===== src/rtl/lpht_pkg.sv =====
// ----------------------------------------------------------------------------
// lpht_pkg
// Shared types and codes for the linear-probe hash table.
// ----------------------------------------------------------------------------
package lpht_pkg;

  // Fixed port field widths
  localparam int unsigned FUNC_W     = 2;
  localparam int unsigned KEY_IN_W   = 32;
  localparam int unsigned VAL_IN_W   = 32;
  localparam int unsigned STATUS_W   = 2;
  localparam int unsigned SLOT_OUT_W = 8;
  localparam int unsigned OCC_OUT_W  = 9;
  localparam int unsigned MARK_W     = 2;

  typedef enum logic [FUNC_W-1:0] {
    FUNC_LOOKUP = 2'd0,
    FUNC_INSERT = 2'd1,
    FUNC_REMOVE = 2'd2,
    FUNC_CLEAR  = 2'd3
  } func_e;

  typedef enum logic [STATUS_W-1:0] {
    STS_OK        = 2'd0,
    STS_NOT_FOUND = 2'd1,
    STS_DUPLICATE = 2'd2,
    STS_FULL      = 2'd3
  } status_e;

  typedef enum logic [MARK_W-1:0] {
    MARK_EMPTY   = 2'd0,
    MARK_USED    = 2'd1,
    MARK_DELETED = 2'd2
  } mark_e;

  // Controller -> datapath
  typedef struct packed {
    logic load;    // take the input beat
    logic hash;    // home slot computation
    logic probe;   // issue one slot read / examine one slot
    logic wr;      // commit insert or remove
    logic sweep;   // write one empty mark
    logic finish;  // load the output register
  } lpht_cmd_t;

  // Datapath -> controller
  typedef struct packed {
    logic req_clear;
    logic hash_done;
    logic probe_done;
    logic need_write;
    logic sweep_last;
    logic out_free;
  } lpht_sts_t;

endpackage


===== src/rtl/lpht_ctrl.sv =====
// ----------------------------------------------------------------------------
// lpht_ctrl
// Sequencer: reset sweep, accept, home slot, probe, commit or clear sweep, result.
// ----------------------------------------------------------------------------
module lpht_ctrl (
  input  logic                clk_i,
  input  logic                rst_ni,
  input  logic                in_valid_i,
  output logic                in_stall_o,
  input  lpht_pkg::lpht_sts_t sts_i,
  output lpht_pkg::lpht_cmd_t cmd_o
);
  import lpht_pkg::*;

  typedef enum logic [6:0] {
    ST_INIT  = 7'b0000001,
    ST_IDLE  = 7'b0000010,
    ST_HASH  = 7'b0000100,
    ST_PROBE = 7'b0001000,
    ST_WRITE = 7'b0010000,
    ST_CLEAR = 7'b0100000,
    ST_DONE  = 7'b1000000
  } state_e;

  state_e state_q, state_d;

  assign in_stall_o = (state_q != ST_IDLE);

  always_comb begin
    state_d = state_q;
    cmd_o   = '0;
    unique case (state_q)
      ST_INIT: begin
        cmd_o.sweep = 1'b1;
        if (sts_i.sweep_last) begin
          state_d = ST_IDLE;
        end
      end
      ST_IDLE: begin
        if (in_valid_i) begin
          cmd_o.load = 1'b1;
          state_d    = sts_i.req_clear ? ST_CLEAR : ST_HASH;
        end
      end
      ST_HASH: begin
        cmd_o.hash = 1'b1;
        if (sts_i.hash_done) begin
          state_d = ST_PROBE;
        end
      end
      ST_PROBE: begin
        cmd_o.probe = 1'b1;
        if (sts_i.probe_done) begin
          state_d = sts_i.need_write ? ST_WRITE : ST_DONE;
        end
      end
      ST_WRITE: begin
        cmd_o.wr = 1'b1;
        state_d  = ST_DONE;
      end
      ST_CLEAR: begin
        cmd_o.sweep = 1'b1;
        if (sts_i.sweep_last) begin
          state_d = ST_DONE;
        end
      end
      ST_DONE: begin
        if (sts_i.out_free) begin
          cmd_o.finish = 1'b1;
          state_d      = ST_IDLE;
        end
      end
      default: state_d = ST_INIT;
    endcase
  end

  always_ff @(posedge clk_i or negedge rst_ni) begin
    if (!rst_ni) begin
      state_q <= ST_INIT;
    end else begin
      state_q <= state_d;
    end
  end

  default disable iff (!rst_ni);

  a_probe_exit: assert property (@(posedge clk_i)
      state_q == ST_PROBE && sts_i.probe_done |=> state_q == ST_WRITE || state_q == ST_DONE)
    else $error("probe finished without commit or result");
  a_load_idle: assert property (@(posedge clk_i) cmd_o.load |=> in_stall_o)
    else $error("second beat taken while busy");
  a_finish_free: assert property (@(posedge clk_i) cmd_o.finish |-> sts_i.out_free)
    else $error("result overwrote a waiting beat");

endmodule


===== config.mk =====
export PLATFORM = sky130hd
export DESIGN_NAME = lpht_ctrl
export DESIGN_NICKNAME = d
export VERILOG_FILES = /design/src/rtl/lpht_pkg.sv /design/src/rtl/lpht_ctrl.sv
export SDC_FILE = /design/constraint.sdc
export NUM_CORES = 1
export LEC_CHECK = 0
export ABC_AREA = 1
export ABC_CLOCK_PERIOD_IN_PS = 1300
export BUFFER_PORTS_ARGS = -buffer_cell sky130_fd_sc_hd__buf_2
export CORE_MARGIN = 2
export CORE_UTILIZATION = 25
export DETAILED_ROUTE_END_ITERATION = 8
export SLEW_MARGIN = 20
export SYNTH_ARGS = -nofsm -noshare
export SYNTH_HDL_FRONTEND = slang
export SYNTH_SLANG_ARGS = --single-unit

===== constraint.sdc =====
create_clock -name clk_i -period 1.3 [get_ports clk_i]
set_input_delay 0.13 -clock clk_i [delete_from_list [all_inputs] [get_ports clk_i]]
set_output_delay 0.13 -clock clk_i [all_outputs]
set_load 0.02 [all_outputs]

==> run metrics, run 1 <==
outcome complete, but fails checks; violated checks setup timing; die height 50.6 microns; Peak supply drop 0.678 mV; Leakage Power 0.481 nW; HP Class primary input to flop; Hold Slack between 100 and 150 ps; Reg2Reg Depth 9; Starting Density 27.1%; max reg flops 7; Slew headroom around four fifths; Post-Syn Area 542 sq um; max-slew violations 0; Reg clk slew, reported paths 50 ps; max-cap violations 0; Vias 632; vias in the first global route 590; share of layout cells above drive strength 1 62.9%; Initial DRT Pass Iterations 4; sequential area share after synthesis about a third; antenna violation net count after detailed routing 0; gpl congestion 0.749; synth unique cells 18; clk_skew between 10 and 15 ps; Num CTS Buffers 3; commonest non-fill, non-tap cell in the layout buf_4; dpl ws -26.3 ps; crit path kind flop to output pin; Remaining DRCs 0; die area between 2000 and 3000 sq um; io pins 16; net count after synthesis 91; clk_lat worst skew roughly 260 ps; RSZ-0062 raised after global routing yes; CP Max Fanout 7; DP Area roughly 660 sq um; Crit path arrival time about 1300 ps; Die X 50.6 microns; Nets between 100 and 150; Final HPWL DP ~1.0 mm; gr usage total 13.3%; H-Tree Depth 1; final instance area 918 sq um; Hold Path Depth 3; ant diodes 0; crit share post-route 113%; Avg Vias per Cell 4.42; synthesized area per cell 6.61 sq um; Setup WS post-layout -164 ps; CTS tree done; Site Rows 16; clk sinks 7; fillers 206; required time of the critical path between 1000 and 1500 ps; initial antenna violation count 0; area delta synth->final 69.5%; Final setup viols 13; f_max 683 MHz; Hold Vio Cnt, Final 0; min Tclk post-route 1460 ps; Worst setup EP type output pin; Tightest Pin Transition a little under 300 ps; DR iter-0 viols 3; Largest regs state_q: 7 flops; Port Buffers 15; Avg WL per Cell 10.6 microns; Cells after Synth a little over 80; core box area 2000 sq um; Largest Register state_q; global-route wire length before repair between 2 and 2.5 mm; total negative slack -1560 ps; commonest non-fill, non-tap cells in the layout 18 x buf_4, 15 x nand2_1, 10 x nand2_2; Startpoint Class flop; pwr/cell area 1700 nW/um^2; Yosys reg bits 7; largest net degree at the start of global routing 8; CTS max path bufs 2; clk root buf clkbuf_4; YS warnings 0; total global routing overflow 0; drt total wl 1.51 mm
==> final cells by class <==
type	instances	area, sq um	area share [%]
Sequential cell	7	178	19.3
Inverter	15	57.6	6.27
Clock buffer	4	26.3	2.86
Multi-Input combinational cell	60	404	44.0
Tap cell	27	33.8	3.68
Timing Repair Buffer	30	219	23.8
==> routing by layer <==
| layer | vias up | track usage (%) | share of wire [%] |
|---|---|---|---|
| met1 | 285 | 16.1 | 44 |
| met5 | - | 0 | 0 |
| met4 | 0 | 9.46 | 2.8 |
| met3 | 5 | 0.893 | 2.9 |
| met2 | 18 | 22.1 | 50 |
| li1 | 324 | - | - |
==> cells by family (layout without fill, tap and decap cells) <==
family          after synthesis  in the layout  synth area share (%)
compound gates                2              2                  2.31
buf+inv                      15             49                  10.6
flops                         7              7                  32.6
simple gates                 58             58                  54.5
==> per-stage QoR <==
step | power [mW] | std cells | utilization (%)
floorplan | 0.804 | 82 | -
finish | 1.56 | 143 | 45.9
CTS | 1.39 | 140 | 42.2
detailed placement | 0.947 | 125 | 33.0
global route | 1.67 | 143 | 45.9
global placement | 0.945 | 125 | 33.0
==> worst max-delay path: stages, from the launching register on <==
cell	delay [ps]
dfrtp_1	400
inv_2	70
nand2_2	50
nor2_4	220
nand3_4	130
nor2_4	90
buf_6	120
==> path summary, 6_finish.rpt <==
| check | to | slack [ps] | start |
|---|---|---|---|
| worst max-delay path | cmd_o[5] | -160 | state_q[5]$_DFFE_PN0P_ |
| worst min register to register | state_q[6]$_DFFE_PN0P_ | 650 | state_q[5]$_DFFE_PN0P_ |
| max in group asynchronous | state_q[0]$_DFFE_PN1P_ | 850 | rst_ni |
| worst max register to register | state_q[3]$_DFFE_PN0P_ | -160 | state_q[5]$_DFFE_PN0P_ |
| worst min-delay path | state_q[4]$_DFFE_PN0P_ | 120 | sts_i[2] |
| min in group asynchronous | state_q[2]$_DFFE_PN0P_ | 230 | rst_ni |
==> repair_timing <==
action / in CTS / in global routing
resized for setup: 24 / 16
hold buffers: 1 / 0
buffers inserted: 10 / 3
pin swaps: 8 / 9
setup endpoints to repair: 13 / 14
endpoints found under the hold margin: 7 / 0
gates cloned: 0 / 0
==> cell usage after synthesis <==
library cell / instances / area share (%)
inv_2: 4 / 2.8
inv_1: 10 / 6.9
nand3_1: 7 / 6.5
nor2_2: 3 / 3.5
nand2_2: 3 / 3.5
clkinv_2: 1 / 0.92
nor2_1: 12 / 8.3
nor3_1: 1 / 0.92
nand3_2: 3 / 5.5
nand4_2: 1 / 2.3
o31ai_1: 1 / 1.4
nor2_4: 2 / 4.2
nand4_1: 1 / 1.2
a21oi_1: 1 / 0.92
dfstp_2: 1 / 4.9
nand3b_1: 2 / 2.8
nand2_1: 23 / 16
dfrtp_1: 6 / 28
==> where the power goes <==
group / total [mW] / switching, mW / internal (mW)
Clock: 0.206 / 0.0888 / 0.118
Sequential: 0.332 / 0.0505 / 0.282
Combinational: 1.02 / 0.578 / 0.441
No activity file was read; power rests on OpenSTA's default activity.
==> run 2, diff against run 1 <==
--- a/config.mk
+++ b/config.mk
@@ -5,12 +5,12 @@
 export SDC_FILE = /design/constraint.sdc
 export NUM_CORES = 1
 export LEC_CHECK = 0
-export ABC_AREA = 1
 export ABC_CLOCK_PERIOD_IN_PS = 1300
 export BUFFER_PORTS_ARGS = -buffer_cell sky130_fd_sc_hd__buf_2
 export CORE_MARGIN = 2
 export CORE_UTILIZATION = 25
 export DETAILED_ROUTE_END_ITERATION = 8
+export REMOVE_ABC_BUFFERS = 1
 export SLEW_MARGIN = 20
 export SYNTH_ARGS = -nofsm -noshare
 export SYNTH_HDL_FRONTEND = slang
==> run 2 against run 1 <==
The run still ends with setup timing left. Routed wire length up 32%. Worst setup slack got worse by 320 ps. Critical path type unchanged. Final cell count is 5.6% lower. Synthesized cell count down 15%. Highest routed layer unchanged. Register-to-register slack got worse by 310 ps. Clock-buffer cell count is the same. Sequential share of layout area shrank 3.2 points.
==> run metrics, run 2 <==
Worst setup EP type output pin (unchanged); top cell type's share of synthesized area 26.3% (was 27.7%); most frequent cells after synthesis 7 x nor2_1, 6 x dfrtp_1, 6 x nand2_1, 6 x nor3_1, 5 x inv_1 (was 23 x nand2_1, 12 x nor2_1, 10 x inv_1, 7 x nand3_1, 6 x dfrtp_1); HP Class primary input to flop (unchanged); Avg WL per Cell 14.8 microns (was 10.6 microns); top post-synthesis cells by area dfrtp_1 26%, nor3_1 5.3%, buf_4 5.3% (was dfrtp_1 28%, nand2_1 16%, nor2_1 8.3%); area delta synth->final 91.2% (was 69.5%); CTS tree done (unchanged); Port Buffers 15 (unchanged); Leakage Power 0.448 nW (was 0.481 nW); global-route wire length before repair 2.79 mm (was 2.48 mm); fillers 196 (was 206); vias in the first global route 639 (was 590); fin util 49.8% (was 45.9%); RSZ-0062 raised after global routing yes (unchanged); Remaining DRCs 0 (unchanged); commonest non-fill, non-tap cell in the layout buf_4 (unchanged); core box area 2190 sq um (was 2000 sq um); max-cap violations 0 (unchanged); max reg flops 7 (unchanged); min Tclk post-route 1780 ps (was 1460 ps); Final Non-Filler Cells 135 (was 143); outcome complete, but fails checks (unchanged); Post-synth EDFFs 0 (unchanged); f_max 560 MHz (was 683 MHz); total global routing overflow 0 (unchanged); clk sinks 7 (unchanged); gpl congestion 0.908 (was 0.749); clk_skew 1.04 ps (was 10.2 ps); placed cells 122 (was 125); ant diodes 0 (unchanged); Avg Vias per Cell 5.09 (was 4.42); max-slew violations 0 (unchanged); Final HPWL DP 1.24 mm (was 1.04 mm); Post-synth ARST share 100% (unchanged); required time of the critical path 1170 ps (about the same); crit path kind flop to output pin (unchanged); H-Tree Depth 1 (unchanged); CTS max path bufs 2 (unchanged); Startpoint Class flop (unchanged); Largest Register state_q (unchanged); Main synth FF type dfrtp_1 (unchanged); share of layout cells above drive strength 1 65.4% (was 62.9%); gr usage total 14.2% (was 13.3%); most frequent cell after synthesis nor2_1 (was nand2_1); Reg clk slew, reported paths 50 ps (about the same); total negative slack -4020 ps (was -1560 ps); violated checks setup timing (unchanged); pwr/cell area 1430 nW/um^2 (was 1700 nW/um^2); Hold Slack 123 ps (was 125 ps); die height 51.8 microns (was 50.6 microns); Yosys reg bits 7 (unchanged); Tightest Pin Transition 314 ps (was 295 ps); CP Max Fanout 3 (was 7); DR iter-0 viols 9 (was 3); Largest regs state_q: 7 flops (unchanged); io pins 16 (unchanged); Slew headroom 78.9% (was 80.3%); clk_lat worst skew 240 ps (was 260 ps); antenna violation net count after detailed routing 0 (unchanged); YS warnings 0 (unchanged); drt total wl 1.99 mm (was 1.51 mm); largest net degree at the start of global routing 11 (was 8); Final setup viols 14 (was 13); Vias 687 (was 632); Setup WS post-layout -485 ps (was -164 ps); clk root buf clkbuf_4 (unchanged); Peak supply drop 0.816 mV (was 0.678 mV); Hold Vio Cnt, Final 0 (unchanged); Initial DRT Pass Iterations 4 (unchanged); Post-Syn Area 571 sq um (was 542 sq um); synthesized area per cell 8.15 sq um (was 6.61 sq um); Num CTS Buffers 3 (unchanged); Nets 117 (was 126); Die X 51.8 microns (was 50.6 microns); Crit path arrival time 1650 ps (was 1330 ps); commonest non-fill, non-tap cells in the layout 17 x buf_4, 12 x buf_6, 10 x buf_2 (was 18 x buf_4, 15 x nand2_1, 10 x nand2_2); Cells after Synth 70 (was 82); Site Rows 17 (was 16); final instance area 1090 sq um (was 918 sq um); Starting Density 26.0% (was 27.1%); DP Area 749 sq um (was 661 sq um); initial antenna violation count 0 (unchanged); sequential area share after synthesis 30.9% (was 32.6%); synth unique cells 32 (was 18); die area 2680 sq um (was 2560 sq um); crit share post-route 137% (was 113%); Synth area leader dfrtp_1 (unchanged)
==> run 2: changes by cell type after synthesis, sizes merged, moves of 4 or more <==
cell / before / now
nor4: 0 / 4
nand2: 26 / 6
inv: 14 / 5
nor3: 1 / 7
nor2: 17 / 7
nand3: 10 / 2
buf: 0 / 7
==> run 2: stage by stage <==
stage          worst slack [ps]  power (mW)
2_1_floorplan              -439       0.654
3_3_place_gp               -272       0.908
3_5_place_dp               -308       0.917
4_1_cts                    -485        1.34
5_1_grt                    -553        1.66
6_report                   -485        1.56
==> run 2: cell families (layout without fill, tap and decap cells) <==
group | Yosys count | count (layout) | share of synthesized area [%]
AO/OA/AOI/OAI | 12 | 12 | 16.0
XOR/XNOR | 5 | 5 | 7.68
buffers and inverters | 12 | 49 | 12.3
flip-flops | 7 | 7 | 30.9
AND/OR/NAND/NOR | 34 | 34 | 33.1
==> run 2: worst paths after layout <==
kind,end,slack [ps],cells past startpoint,from
hold / removal,state_q[3]$_DFFE_PN0P_,120,2,sts_i[3]
setup reg to reg,state_q[6]$_DFFE_PN0P_,-470,5,state_q[3]$_DFFE_PN0P_
max in group asynchronous,state_q[0]$_DFFE_PN1P_,830,2,rst_ni
setup / recovery,cmd_o[1],-480,4,state_q[3]$_DFFE_PN0P_
hold reg to reg,state_q[2]$_DFFE_PN0P_,740,4,state_q[3]$_DFFE_PN0P_
min in group asynchronous,state_q[6]$_DFFE_PN0P_,250,2,rst_ni
==> run 2: cell type report <==
cell class	count	area (sq um)	share of cell area (%)
clock buffers	4	26.3	2.41
repair buffers	40	323	29.6
well taps	28	35.0	3.21
flip-flops and latches	7	176	16.2
inverters	5	18.8	1.72
multi-input cells	51	512	46.9
==> run 2: repair_timing <==
action / CTS / global route
endpoints found under the hold margin: 7 / 0
gates resized for setup: 25 / 28
setup buffers: 5 / 3
endpoints found under the setup margin: 14 / 14
hold buffers: 1 / 0
pin swaps: 6 / 7
==> run 2: worst max-delay path, stage by stage, from the launching register on <==
cell and delay (ps):
dfrtp_1 390, or3_4 390, or3_4 420, nor2_4 90
buf_6 120
==> run 2: power by group <==
part | internal, mW | leakage [nW] | switching, mW | total, mW
clock | 0.116 | 0.0150 | 0.0678 | 0.184
combinational | 0.547 | 0.340 | 0.525 | 1.07
sequential | 0.266 | 0.0927 | 0.0364 | 0.303
==> run 2: layer usage <==
layer,vias to the layer above,track usage (%),wire length (microns)
met5,-,0,0
met4,0,11.4,61
met3,4,2.01,54
met2,16,25.4,1110
met1,340,14.6,770
li1,327,-,-
